<file path="src/rtl/core/tbd_pkg.sv">
package tbd_pkg;

  localparam int TILE_BYTES_MAX = 64;
  localparam int ROW_BYTES      = 8;
  localparam int NUM_ROWS       = TILE_BYTES_MAX / ROW_BYTES;
  localparam int ADDR_W         = $clog2(TILE_BYTES_MAX);
  localparam int ROW_W          = $clog2(NUM_ROWS);
  localparam int CNT_W          = ADDR_W + 1;

  // One RAM row: eight bytes, lane 0 first. Also used for one pixel row.
  typedef logic [ROW_BYTES-1:0][7:0] row_t;

  typedef enum logic [3:0] {
    CODEC_LIN1       = 4'd0,
    CODEC_SEP2       = 4'd1,
    CODEC_INTL2      = 4'd2,
    CODEC_PLANAR3    = 4'd3,
    CODEC_INTL4      = 4'd4,
    CODEC_LIN4LO     = 4'd5,
    CODEC_LIN4HI     = 4'd6,
    CODEC_ROWPLANES4 = 4'd7,
    CODEC_LIN8       = 4'd8
  } codec_e;

  typedef enum logic [1:0] {
    ST_FILL,
    ST_RD_A,
    ST_RD_B,
    ST_EMIT
  } state_e;

  // Control for the row unpacker.
  typedef struct packed {
    logic [3:0]       codec;
    logic             tile_ok;
    logic [ROW_W-1:0] row;
  } dec_ctrl_t;

endpackage

</file>
<file path="src/rtl/core/tbd_if.sv">
interface tbd_in_if;
  logic       valid;
  logic       ready;
  logic [7:0] data_byte;
  logic       tile_end;

  modport source (output valid, output data_byte, output tile_end, input ready);
  modport sink (input valid, input data_byte, input tile_end, output ready);
endinterface

interface tbd_out_if;
  logic       valid;
  logic       ready;
  logic [7:0] pixel_0;
  logic [7:0] pixel_1;
  logic [7:0] pixel_2;
  logic [7:0] pixel_3;
  logic [7:0] pixel_4;
  logic [7:0] pixel_5;
  logic [7:0] pixel_6;
  logic [7:0] pixel_7;
  logic [2:0] row_number;
  logic       last_row;

  modport source (output valid, output pixel_0, output pixel_1, output pixel_2,
                  output pixel_3, output pixel_4, output pixel_5, output pixel_6,
                  output pixel_7, output row_number, output last_row, input ready);
  modport sink (input valid, input pixel_0, input pixel_1, input pixel_2,
                input pixel_3, input pixel_4, input pixel_5, input pixel_6,
                input pixel_7, input row_number, input last_row, output ready);
endinterface

interface tbd_cfg_if;
  logic       valid;
  logic       ready;
  logic [3:0] codec_select;

  modport source (output valid, output codec_select, input ready);
  modport sink (input valid, input codec_select, output ready);
endinterface

</file>
<file path="src/rtl/core/tbd_tile_ram.sv">
module tbd_tile_ram import tbd_pkg::*; (
  input  logic              clk_i,
  input  logic              wr_en_i,
  input  logic [ADDR_W-1:0] wr_addr_i,
  input  logic [7:0]        wr_data_i,
  input  logic              rd_en_i,
  input  logic [ROW_W-1:0]  rd_row_i,
  output row_t              rd_data_o
);

  // Byte-wide write, row-wide read.
  row_t mem_q [NUM_ROWS];
  row_t rd_data_q;

  always_ff @(posedge clk_i) begin
    if (wr_en_i) begin
      mem_q[wr_addr_i[ADDR_W-1:ADDR_W-ROW_W]][wr_addr_i[ADDR_W-ROW_W-1:0]] <= wr_data_i;
    end
  end

  always_ff @(posedge clk_i) begin
    if (rd_en_i) begin
      rd_data_q <= mem_q[rd_row_i];
    end
  end

  assign rd_data_o = rd_data_q;

endmodule

</file>
<file path="src/rtl/core/tbd_row_unpack.sv">
module tbd_row_unpack import tbd_pkg::*; (
  input  dec_ctrl_t ctrl_i,
  input  row_t      row_a_i,
  input  row_t      row_b_i,
  output row_t      pix_o
);

  function automatic row_t planes(input logic [7:0] p0, input logic [7:0] p1,
                                  input logic [7:0] p2, input logic [7:0] p3);
    row_t px;
    px = '0;
    for (int x = 0; x < ROW_BYTES; x++) begin
      px[x] = {4'b0000, p3[7-x], p2[7-x], p1[7-x], p0[7-x]};
    end
    return px;
  endfunction

  logic [2:0] r;
  logic [2:0] lane_even;
  logic [2:0] lane_odd;
  logic [7:0] nib_byte;
  row_t       pix;

  assign r         = ctrl_i.row;
  assign lane_even = {r[1:0], 1'b0};
  assign lane_odd  = {r[1:0], 1'b1};

  always_comb begin
    pix      = '0;
    nib_byte = '0;
    case (codec_e'(ctrl_i.codec))
      CODEC_LIN1:    pix = planes(row_a_i[r], 8'h00, 8'h00, 8'h00);
      CODEC_SEP2:    pix = planes(row_a_i[r], row_b_i[r], 8'h00, 8'h00);
      CODEC_INTL2:   pix = planes(row_a_i[lane_even], row_a_i[lane_odd], 8'h00, 8'h00);
      CODEC_PLANAR3: pix = planes(row_a_i[lane_even], row_a_i[lane_odd], row_b_i[r], 8'h00);
      CODEC_INTL4: begin
        pix = planes(row_a_i[lane_even], row_a_i[lane_odd],
                     row_b_i[lane_even], row_b_i[lane_odd]);
      end
      CODEC_LIN4LO: begin
        for (int c = 0; c < 4; c++) begin
          nib_byte     = row_a_i[{r[0], c[1:0]}];
          pix[2*c]     = {4'b0000, nib_byte[3:0]};
          pix[2*c + 1] = {4'b0000, nib_byte[7:4]};
        end
      end
      CODEC_LIN4HI: begin
        for (int c = 0; c < 4; c++) begin
          nib_byte     = row_a_i[{r[0], c[1:0]}];
          pix[2*c]     = {4'b0000, nib_byte[7:4]};
          pix[2*c + 1] = {4'b0000, nib_byte[3:0]};
        end
      end
      CODEC_ROWPLANES4: begin
        pix = planes(row_a_i[{r[0], 2'd0}], row_a_i[{r[0], 2'd1}],
                     row_a_i[{r[0], 2'd2}], row_a_i[{r[0], 2'd3}]);
      end
      CODEC_LIN8:    pix = row_a_i;
      default:       pix = '0;
    endcase
  end

  // Short tile or unknown codec: zero indices.
  assign pix_o = ctrl_i.tile_ok ? pix : '0;

endmodule

</file>
<file path="src/rtl/core/bitplane_tile_decoder_top.sv">
// Channel   Dir  Payload                              Request moves
// tile_in   in   data_byte[7:0], tile_end             one raw tile byte
// row_out   out  pixel_0..pixel_7[7:0], row_number,   one decoded pixel row
//                last_row
// cfg_wr    in   codec_select[3:0]                    one codec register write
//
// Flow: one byte per cycle while filling. The tile_end byte starts a decode
// that steps through read RAM row A, read RAM row B and emit for each row, with
// emit held by output stalls; the single read port of the tile RAM sets these steps.
// Reset: rst_ni clears the byte count, the FSM, the codec register and the
// output valid; the tile RAM is not cleared. A stalled row_out holds the FSM
// in emit; tile_in is not ready again until the eighth row is registered.
module bitplane_tile_decoder_top import tbd_pkg::*; (
  input  logic clk_i,
  input  logic rst_ni,
  tbd_in_if.sink    tile_in,
  tbd_out_if.source row_out,
  tbd_cfg_if.sink   cfg_wr
);

  state_e           state_q, state_d;
  logic [CNT_W-1:0] count_q, count_d;
  logic [ROW_W-1:0] row_q, row_d;
  logic [3:0]       codec_select_q;
  logic [3:0]       codec_act_q;
  logic             tile_ok_q;
  row_t             row_a_q;

  logic             out_valid_q;
  row_t             out_pix_q;
  logic [ROW_W-1:0] out_row_q;
  logic             out_last_q;

  logic             in_fire;
  logic             room;
  logic [CNT_W-1:0] cnt_after;
  logic [CNT_W-1:0] need;
  logic             out_free;
  logic             emit;
  logic             rd_en;
  logic [ROW_W-1:0] rd_row;
  logic [ROW_W-1:0] a_row;
  logic [ROW_W-1:0] b_row;
  row_t             rd_data;
  row_t             pix;
  dec_ctrl_t        dec_ctrl;

  // Config: always ready; the new codec is picked up at the next tile end.
  assign cfg_wr.ready = 1'b1;

  always_ff @(posedge clk_i or negedge rst_ni) begin
    if (!rst_ni) begin
      codec_select_q <= '0;
    end else if (cfg_wr.valid) begin
      codec_select_q <= cfg_wr.codec_select;
    end
  end

  assign tile_in.ready = (state_q == ST_FILL);
  assign in_fire       = tile_in.valid && tile_in.ready;
  assign room          = (count_q < CNT_W'(TILE_BYTES_MAX));
  assign cnt_after     = room ? count_q + CNT_W'(1) : count_q;

  // Tile size in bytes per codec; zero marks an unknown codec.
  always_comb begin
    case (codec_e'(codec_select_q))
      CODEC_LIN1:       need = CNT_W'(8);
      CODEC_SEP2:       need = CNT_W'(16);
      CODEC_INTL2:      need = CNT_W'(16);
      CODEC_PLANAR3:    need = CNT_W'(24);
      CODEC_INTL4:      need = CNT_W'(32);
      CODEC_LIN4LO:     need = CNT_W'(32);
      CODEC_LIN4HI:     need = CNT_W'(32);
      CODEC_ROWPLANES4: need = CNT_W'(32);
      CODEC_LIN8:       need = CNT_W'(TILE_BYTES_MAX);
      default:          need = '0;
    endcase
  end

  // Which RAM rows hold the plane bytes of pixel row row_q.
  always_comb begin
    a_row = '0;
    b_row = '0;
    case (codec_e'(codec_act_q))
      CODEC_LIN1: begin
        a_row = '0;
        b_row = '0;
      end
      CODEC_SEP2: begin
        a_row = '0;
        b_row = ROW_W'(1);
      end
      CODEC_INTL2: begin
        a_row = {2'b00, row_q[2]};
        b_row = {2'b00, row_q[2]};
      end
      CODEC_PLANAR3: begin
        a_row = {2'b00, row_q[2]};
        b_row = ROW_W'(2);
      end
      CODEC_INTL4: begin
        a_row = {2'b00, row_q[2]};
        b_row = {2'b01, row_q[2]};
      end
      CODEC_LIN4LO, CODEC_LIN4HI, CODEC_ROWPLANES4: begin
        a_row = {1'b0, row_q[2:1]};
        b_row = {1'b0, row_q[2:1]};
      end
      CODEC_LIN8: begin
        a_row = row_q;
        b_row = row_q;
      end
      default: begin
        a_row = '0;
        b_row = '0;
      end
    endcase
  end

  assign rd_en  = (state_q == ST_RD_A) || (state_q == ST_RD_B);
  assign rd_row = (state_q == ST_RD_A) ? a_row : b_row;

  tbd_tile_ram u_ram (
    .clk_i     (clk_i),
    .wr_en_i   (in_fire && room),
    .wr_addr_i (count_q[ADDR_W-1:0]),
    .wr_data_i (tile_in.data_byte),
    .rd_en_i   (rd_en),
    .rd_row_i  (rd_row),
    .rd_data_o (rd_data)
  );

  // Row A data lands during ST_RD_B; row B data stays on the RAM output in emit.
  always_ff @(posedge clk_i) begin
    if (state_q == ST_RD_B) begin
      row_a_q <= rd_data;
    end
  end

  assign dec_ctrl = '{codec: codec_act_q, tile_ok: tile_ok_q, row: row_q};

  tbd_row_unpack u_unpack (
    .ctrl_i  (dec_ctrl),
    .row_a_i (row_a_q),
    .row_b_i (rd_data),
    .pix_o   (pix)
  );

  assign out_free = !out_valid_q || row_out.ready;
  assign emit     = (state_q == ST_EMIT) && out_free;

  always_ff @(posedge clk_i or negedge rst_ni) begin
    if (!rst_ni) begin
      state_q <= ST_FILL;
      count_q <= '0;
      row_q   <= '0;
    end else begin
      state_q <= state_d;
      count_q <= count_d;
      row_q   <= row_d;
    end
  end

  always_comb begin
    state_d = state_q;
    count_d = count_q;
    row_d   = row_q;
    case (state_q)
      ST_FILL: begin
        if (in_fire) begin
          // Drop bytes beyond the store; the count saturates.
          count_d = cnt_after;
          if (tile_in.tile_end) begin
            count_d = '0;
            row_d   = '0;
            state_d = ST_RD_A;
          end
        end
      end
      ST_RD_A: state_d = ST_RD_B;
      ST_RD_B: state_d = ST_EMIT;
      ST_EMIT: begin
        if (emit) begin
          row_d   = row_q + ROW_W'(1);
          state_d = (row_q == ROW_W'(NUM_ROWS - 1)) ? ST_FILL : ST_RD_A;
        end
      end
      default: state_d = ST_FILL;
    endcase
  end

  // Latch the codec and the size check at tile end.
  always_ff @(posedge clk_i or negedge rst_ni) begin
    if (!rst_ni) begin
      codec_act_q <= '0;
      tile_ok_q   <= 1'b0;
    end else if (in_fire && tile_in.tile_end) begin
      codec_act_q <= codec_select_q;
      tile_ok_q   <= (need != '0) && (cnt_after >= need);
    end
  end

  // Output register.
  always_ff @(posedge clk_i or negedge rst_ni) begin
    if (!rst_ni) begin
      out_valid_q <= 1'b0;
    end else if (emit) begin
      out_valid_q <= 1'b1;
    end else if (row_out.ready) begin
      out_valid_q <= 1'b0;
    end
  end

  always_ff @(posedge clk_i) begin
    if (emit) begin
      out_pix_q  <= pix;
      out_row_q  <= row_q;
      out_last_q <= (row_q == ROW_W'(NUM_ROWS - 1));
    end
  end

  assign row_out.valid      = out_valid_q;
  assign row_out.pixel_0    = out_pix_q[0];
  assign row_out.pixel_1    = out_pix_q[1];
  assign row_out.pixel_2    = out_pix_q[2];
  assign row_out.pixel_3    = out_pix_q[3];
  assign row_out.pixel_4    = out_pix_q[4];
  assign row_out.pixel_5    = out_pix_q[5];
  assign row_out.pixel_6    = out_pix_q[6];
  assign row_out.pixel_7    = out_pix_q[7];
  assign row_out.row_number = out_row_q;
  assign row_out.last_row   = out_last_q;

endmodule

</file>
<file path="src/flat_wrapper.sv">
// flat-port wrapper written by rule: the top's interface ports become plain ports
module bitplane_tile_decoder_top_flat import tbd_pkg::*;
  (clk_i, rst_ni, tile_in_valid, tile_in_data_byte, tile_in_tile_end, tile_in_ready, row_out_valid, row_out_pixel_0, row_out_pixel_1, row_out_pixel_2, row_out_pixel_3, row_out_pixel_4, row_out_pixel_5, row_out_pixel_6, row_out_pixel_7, row_out_row_number, row_out_last_row, row_out_ready, cfg_wr_valid, cfg_wr_codec_select, cfg_wr_ready);
  tbd_in_if tile_in_i ();
  tbd_out_if row_out_i ();
  tbd_cfg_if cfg_wr_i ();
  input  logic clk_i;
  input  logic rst_ni;
  input wire logic [$bits(tile_in_i.valid)-1:0] tile_in_valid;
  input wire logic [$bits(tile_in_i.data_byte)-1:0] tile_in_data_byte;
  input wire logic [$bits(tile_in_i.tile_end)-1:0] tile_in_tile_end;
  output wire logic [$bits(tile_in_i.ready)-1:0] tile_in_ready;
  output wire logic [$bits(row_out_i.valid)-1:0] row_out_valid;
  output wire logic [$bits(row_out_i.pixel_0)-1:0] row_out_pixel_0;
  output wire logic [$bits(row_out_i.pixel_1)-1:0] row_out_pixel_1;
  output wire logic [$bits(row_out_i.pixel_2)-1:0] row_out_pixel_2;
  output wire logic [$bits(row_out_i.pixel_3)-1:0] row_out_pixel_3;
  output wire logic [$bits(row_out_i.pixel_4)-1:0] row_out_pixel_4;
  output wire logic [$bits(row_out_i.pixel_5)-1:0] row_out_pixel_5;
  output wire logic [$bits(row_out_i.pixel_6)-1:0] row_out_pixel_6;
  output wire logic [$bits(row_out_i.pixel_7)-1:0] row_out_pixel_7;
  output wire logic [$bits(row_out_i.row_number)-1:0] row_out_row_number;
  output wire logic [$bits(row_out_i.last_row)-1:0] row_out_last_row;
  input wire logic [$bits(row_out_i.ready)-1:0] row_out_ready;
  input wire logic [$bits(cfg_wr_i.valid)-1:0] cfg_wr_valid;
  input wire logic [$bits(cfg_wr_i.codec_select)-1:0] cfg_wr_codec_select;
  output wire logic [$bits(cfg_wr_i.ready)-1:0] cfg_wr_ready;
  assign tile_in_i.valid = tile_in_valid;
  assign tile_in_i.data_byte = tile_in_data_byte;
  assign tile_in_i.tile_end = tile_in_tile_end;
  assign tile_in_ready = tile_in_i.ready;
  assign row_out_valid = row_out_i.valid;
  assign row_out_pixel_0 = row_out_i.pixel_0;
  assign row_out_pixel_1 = row_out_i.pixel_1;
  assign row_out_pixel_2 = row_out_i.pixel_2;
  assign row_out_pixel_3 = row_out_i.pixel_3;
  assign row_out_pixel_4 = row_out_i.pixel_4;
  assign row_out_pixel_5 = row_out_i.pixel_5;
  assign row_out_pixel_6 = row_out_i.pixel_6;
  assign row_out_pixel_7 = row_out_i.pixel_7;
  assign row_out_row_number = row_out_i.row_number;
  assign row_out_last_row = row_out_i.last_row;
  assign row_out_i.ready = row_out_ready;
  assign cfg_wr_i.valid = cfg_wr_valid;
  assign cfg_wr_i.codec_select = cfg_wr_codec_select;
  assign cfg_wr_ready = cfg_wr_i.ready;
  bitplane_tile_decoder_top u_core (.clk_i(clk_i), .rst_ni(rst_ni), .tile_in(tile_in_i), .row_out(row_out_i), .cfg_wr(cfg_wr_i));
endmodule
</file>
<file path="config.mk">
export PLATFORM = sky130hd
export DESIGN_NAME = bitplane_tile_decoder_top_flat
export DESIGN_NICKNAME = d
export VERILOG_FILES = /design/src/rtl/core/tbd_pkg.sv /design/src/rtl/core/tbd_if.sv /design/src/rtl/core/tbd_tile_ram.sv /design/src/rtl/core/tbd_row_unpack.sv /design/src/rtl/core/bitplane_tile_decoder_top.sv /design/src/flat_wrapper.sv
export SDC_FILE = /design/constraint.sdc
export NUM_CORES = 1
export LEC_CHECK = 0
export ABC_AREA = 1
export ABC_CLOCK_PERIOD_IN_PS = 12000
export BUFFER_PORTS_ARGS = -buffer_cell sky130_fd_sc_hd__buf_2
export CAP_MARGIN = 20
export CORE_ASPECT_RATIO = 2
export CORE_MARGIN = 8
export CORE_UTILIZATION = 50
export DETAILED_ROUTE_END_ITERATION = 16
export PLACE_DENSITY = 0.66
export SETUP_SLACK_MARGIN = 0.2
export SKIP_CTS_REPAIR_TIMING = 1
export SYNTH_ARGS = -nofsm -noshare
export SYNTH_HDL_FRONTEND = slang
export SYNTH_SLANG_ARGS = --single-unit
export TNS_END_PERCENT = 1
</file>
<file path="constraint.sdc">
create_clock -name clk_i -period 12 [get_ports clk_i]
set_input_delay 1.2 -clock clk_i [delete_from_list [all_inputs] [get_ports clk_i]]
set_output_delay 1.2 -clock clk_i [all_outputs]
set_load 0.01 [all_outputs]
</file>
**Word-level counts from Yosys, hierarchy flattened**

Memory sizes are Yosys's and may differ from the RTL's. A register that Yosys moved wholly into a read port is not among the register bits.
Cells that the tools add are included.

- $add $sub $neg: 2
- Order comparisons: 11
- Eq/ne operators: 15
- Multiplexer cells: 41
- Reductions and logical operators: 19

Operators by type and width:

| kind | count |
|---|---|
| 64-bit one-hot mux with 9 select lines | 1 |
| 8-bit 2-to-1 mux | 15 |
| 8-bit binary-select mux with 2-bit select | 4 |
| 64-bit 2-to-1 mux | 1 |
| 8-bit binary-select mux with 3-bit select | 2 |
| 3-bit by 4-bit less-than comparator with 1-bit output, second input constant | 8 |
| 8-bit demux with 3-bit select | 1 |
| 3-bit one-hot mux with 6 select lines | 1 |
| 4-bit by 3-bit equality test with 1-bit output, second input constant | 4 |
| 7-bit 2-to-1 mux | 2 |
| 3-bit 2-to-1 mux | 4 |
| 3-bit one-hot mux with 3 select lines | 1 |
| 4-bit by 2-bit equality test with 1-bit output, second input constant | 2 |
| 2-bit one-hot mux with 4 select lines | 1 |
| 7-bit by 1-bit adder with 7-bit output, second input constant | 1 |
| 7-bit greater-or-equal comparator | 1 |
| 7-bit less-than comparator, second input constant | 1 |
| 7-bit nonzero test | 1 |
| 1-bit logical AND | 6 |
| 2-bit 2-to-1 mux | 3 |
| 3-bit one-hot mux with 2 select lines | 1 |
| 3-bit OR reduction | 2 |
| 2-bit equality test, second input constant | 2 |
| 4-bit by 1-bit equality test with 1-bit output, second input constant | 1 |
| other kinds (16) | 22 |

- Register bits after elaboration: 154
- Bits in writable memories: 512
- ROM bits: 64
- Bits of input ports: 18
- Output and inout bits: 71
- Logic and storage cells: 115
- Memories: 2

Memories:

| memory | words | width | read ports | clocked after memory_dff | wr ports | line | RTL |
|---|---|---|---|---|---|---|---|
| u_core.u_ram.mem_q | 8 | 64 | 1 | 1 | 1 | tbd_tile_ram.sv:12 | `row_t mem_q [NUM_ROWS];` |
| (name not given) | 16 | 4 | 1 | 0 | 0 | bitplane_tile_decoder_top.sv:66 | `case (codec_e'(codec_select_q))` |

**Depth between registers and ports, before layout**

- Depth in word-level cells: 5
- Depth in mapped cells: 16

**Hierarchy**

From an unflattened synthesis, not the netlist that was laid out.

- Cell total of the unflattened synthesis: 3603
- Area total of the unflattened synthesis: 33829.9 um^2

By module, submodules not included:

| module | instances | cells an instance | area an instance (um^2) | sequential area each (um^2) |
|---|---|---|---|---|
| tbd_tile_ram | 1 | 2371 | 24597.3 | 17296.6 |
| bitplane_tile_decoder_top | 1 | 319 | 5365.1 | 4514.3 |
| tbd_row_unpack | 1 | 913 | 3867.5 | 0.0 |

**Least setup slack after synthesis**

Ideal clock, no wire load.

- Path type: in2reg
- Start: in row_out_ready
- End: reg u_core.out_last_q (netlist: u_core.row_out.last_row), enable pin
- Library setup time: 521 ps
- Arrival: 4641 ps
- Setup slack: 6837 ps
- Cell stages on the path: 2
- Path buffers: 0
- Path through: inv_1 a21oi_1

- Word-level cells in the longest chain between the ends: 2

Ends and longest elaborated chain:

| what | line | RTL |
|---|---|---|
| start: declaration | flat_wrapper.sv:24 | `input wire logic [$bits(row_out_i.ready)-1:0] row_out_ready;` |
| 1-bit logical OR | bitplane_tile_decoder_top.sv:149 | `assign out_free = !out_valid_q \|\| row_out.ready;` |
| 1-bit logical AND | bitplane_tile_decoder_top.sv:150 | `assign emit = (state_q == ST_EMIT) && out_free;` |
| via u_core.emit | bitplane_tile_decoder_top.sv:39 | `logic emit;` |
| end signal: assignment | bitplane_tile_decoder_top.sv:218 | `out_last_q <= (row_q == ROW_W'(NUM_ROWS - 1));` |
| end: declaration | bitplane_tile_decoder_top.sv:32 | `logic out_last_q;` |

The timed path passes the listed nets, and every way through them passes these cells.
A chain may end at the register's enable or synchronous reset.

**Worst setup path in the final report**

- Start: reg u_core.row_q[0]
- End: reg u_core.u_ram.rd_data_q (netlist bit u_core.u_ram.rd_data_o[32]), read port of u_core.u_ram.mem_q, data pin

- Word-level cells in the longest chain between the ends: 2
- Elaborated cells on any way between the ends: 3

Ends and longest elaborated chain:

| what | line | RTL |
|---|---|---|
| start: declaration | bitplane_tile_decoder_top.sv:23 | `logic [ROW_W-1:0] row_q, row_d;` |
| start signal: assignment | bitplane_tile_decoder_top.sv:160 | `row_q <= row_d;` |
| 3-bit one-hot mux with 6 select lines / 3-bit one-hot mux with 3 select lines (equally long branches) | bitplane_tile_decoder_top.sv:84 | `case (codec_e'(codec_act_q))` |
| 3-bit 2-to-1 mux * | bitplane_tile_decoder_top.sv:121 | `assign rd_row = (state_q == ST_RD_A) ? a_row : b_row;` |
| end: declaration | tbd_tile_ram.sv:13 | `row_t rd_data_q;` |

Mark *: on every way between the ends. The rest lies on a longest branch, timed or not.

==> summary.md <==
| Metric | Value |
|---|---|
| CTS clk-pin slew, worst paths | `around 0.07 ns` |
| Die Wd | `around 200 um` |
| Required time of the worst setup path | `~12 ns` |
| First-pass GRT wire length | `around 150 mm` |
| Final Util | `0.545` |
| Internal cell power | `between 5 and 6 mW` |
| Initial Util | `0.502` |
| WHS | `0.448 ns` |
| DRT Pass-1 Iters | `5` |
| FF+latch count, synth | `730` |
| Post-synth cell types | `48` |
| CP endpoint kind | `flop` |
| Top cells by count, synth | `nand2_1, edfxtp_1, nand3_1` |
| DP Area | `between 30000 and 40000 um2` |
| CTS tree | `yes` |
| Share of cells above drive strength 1 | `0.0675` |
| Fraction of registers with async set/reset | `0.0301` |
| Nets | `3438` |
| Cells after Synth | `roughly 3400` |
| Fillers | `between 6000 and 7000` |
| GRT Resource Usage Total | `0.255` |
| RR Startpoint | `u_core.row_q[0]` |
| Clk buf depth | `3` |
| Syn nets | `approximately 3400` |
| Power Dens Cells | `roughly 240 nW/um2` |
| Comb power frac | `0.346` |
| TritonCTS buffer count | `between 60 and 70` |
| Reg2Reg Depth | `12` |
| Wirelength per Cell | `around 22 um` |
| Rows | `135` |
| Worst VDD drop | `0.000177 V` |
| Clk sink count | `730` |
| Dpl hpwl | `around 60 mm` |
| Post-synth EDFFs | `between 700 and 800` |
| Net Switching | `~3.7 mW` |
| Place WS | `7.90 ns` |
| Fin crit share | `0.346` |
| Dpl cells | `between 4000 and 5000` |
| Max transition margin | `0.264` |
| Launch point of the worst path | `u_core.row_q[0]` |
| Top-count cell post-synth | `nand2_1` |
| Post-route DRC | `0` |
| IO buf count | `87` |
| Non-Filler Instances | `approximately 4300` |
| Crit Path Category | `reg2reg` |
| Worst-Skew Late Latency | `between 0.6 and 0.7 ns` |
| R2R Setup Slk | `between 7 and 8 ns` |
| Final-report max-slew violation count | `0` |
| Clk network pwr share | `0.227` |
| Root buffer cell | `clkbuf_16` |
| Setup-failing EPs final | `0` |
| Status | `complete, no violations` |
| Lkg Pwr | `around 16 nW` |
| I/O pin cnt | `a little under 90` |
| Die H | `383 um` |
| FMAX | `~0.24 GHz` |
| Post-route ant nets | `0` |
| Syn. warnings | `0` |
| Ranking of synthesized cells by area | `edfxtp_1, nand2_1, nand3_1` |
| Total wire length | `97.5 mm` |
| Startpoint class of the critical path | `flop` |
| Main synth FF type | `edfxtp_1` |
| Initial drt markers | `approximately 2500` |
| Final Wtd Congestion | `0.968` |
| Reg2reg end | `u_core.u_ram.rd_data_o[32]` |
| Post-route setup TNS | `0 ns` |
| Fin crit period | `just over 4 ns` |
| Max cap viols | `0` |
| Net Sw Frac | `0.408` |
| H-tree Lvls | `3` |
| Number of global-route vias before repair | `about 24000` |
| Post-Syn Area per Cell | `~10 um2` |
| Gr ovfl total | `0` |
| Post-Syn Area | `between 30000 and 40000 um2` |
| CP max FO | `about 120` |
| Die area | `approximately 77000 um2` |
| Sequential share of power | `0.427` |
| Post-route setup slack | `7.85 ns` |
| Tightest Pin Transition | `1.10 ns` |
| Cell taking the most area after synthesis | `edfxtp_1` |
| Initial antenna violation count | `0` |
| Core ar. | `between 60000 and 70000 um2` |
| RSZ-0062 raised after global routing | `false` |
| Final Skew | `0.0277 ns` |
| Top cell type's share of synthesized area | `0.630` |
| Total power | `between 8 and 9 mW` |
| Hold Path Class | `reg2reg` |
| Sequential-to-total area share from yosys stat | `0.646` |
| Final hold viol count | `0` |
| Design area | `about 37000 um2` |
| Vias per inst | `roughly 5.6` |
| Via count | `roughly 24000` |
| Critical path capture point | `u_core.u_ram.rd_data_o[32]` |
| Layout area overhead | `8.67%` |
| CP Data Arrival Time | `4.51 ns` |
| Largest net degree at the start of global routing | `slightly below 200` |
metal layers:
layer,global-route usage,wire length (um)
met2,0.416,47200
met5,0,0
met1,0.315,36600
met4,0.157,6510
met3,0.0399,7280
state kept, by name, summed over array words and instances, names as in the netlist, 2 cells and up:
name                       cells
u_core.codec_act_q             4
u_core.codec_select_q          4
u_core.count_q                 7
u_core.row_a_q                64
u_core.row_out.pixel_0         8
u_core.row_out.pixel_1         8
u_core.row_out.pixel_2         8
u_core.row_out.pixel_3         8
u_core.row_out.pixel_4         8
u_core.row_out.pixel_5         8
u_core.row_out.pixel_6         8
u_core.row_out.pixel_7         8
u_core.row_out.row_number      3
u_core.row_q                   3
u_core.state_q                 2
u_core.u_ram.mem_q           512
u_core.u_ram.rd_data_o        64
worst min-delay path by stage:
stage	cells after the start	from	to	slack, ns
finish	0	u_core.u_ram.rd_data_o[26]	u_core.row_a_q[26]	0.45
global route	0	u_core.u_ram.rd_data_o[26]	u_core.row_a_q[26]	0.48
CTS	0	u_core.u_ram.rd_data_o[26]	u_core.row_a_q[26]	0.46
detailed placement	0	u_core.u_ram.rd_data_o[26]	u_core.row_a_q[26]	0.46
global placement	0	u_core.u_ram.rd_data_o[24]	u_core.row_a_q[24]	0.46
floorplan	0	u_core.u_ram.rd_data_o[18]	u_core.row_a_q[18]	0.43
power groups by stage:
stage          combinational [mW]  clock (mW)  sequential, mW
2_1_floorplan                2.17           0            3.60
3_3_place_gp                 3.04           0            3.86
3_5_place_dp                 3.06           0            3.86
4_1_cts                      3.07        2.06            3.81
5_1_grt                      3.41        2.14            3.83
6_report                     3.10        2.03            3.82
cell usage in the layout, fill, tap and decap left out, types with 16 or more instances in the layout:
master and n:
edfxtp_1 708, nor2_1 159, buf_2 84, nand2_1 914, buf_4 30, o21bai_1 67
nand3_1 545, clkbuf_1 19, o21ai_0 52, inv_1 538, a31oi_1 19, a21oi_1 53
nor3_1 19, clkbuf_16 69, dfrtp_1 20, o211ai_1 16
cell type report:
class / count / area (um2) / share of cell area
Sequential cell: 730 / 21800 / 0.595
Multi-Input combinational cell: 1943 / 8990 / 0.245
Inverter: 550 / 2070 / 0.0565
Clock buffer: 89 / 1810 / 0.0494
Tap cell: 890 / 1110 / 0.0304
Timing Repair Buffer: 115 / 666 / 0.0182
Clock inverter: 27 / 190 / 0.00519
Antenna cell: 2 / 5.00 / 0.000136
kinds of logic (layout without fill, tap and decap cells):
logic type      after synthesis  in the layout  share of synthesized area
buf+inv                     735            781                     0.0890
compound gates              271            271                     0.0521
fa+ha+maj                    13             13                    0.00482
simple gates               1656           1656                      0.207
flops                       730            730                      0.646
other cells                   1              3                   0.000111
xor+xnor                      2              2                   0.000519
worst max-delay path, cell delays in order (launching register included):
cell and delay [ns]:
dfrtp_4 0.86, nand3_1 0.14, nand2_1 0.11, inv_2 0.04, nand2_2 0.17, inv_6 0.21, nand2_8 0.82, buf_4 0.82
nand2_1 0.13, nand3_1 0.12, nand2_1 0.06, nand2_1 0.05, nand2_1 0.08
Note: power is estimated with default switching activity, not from simulation.
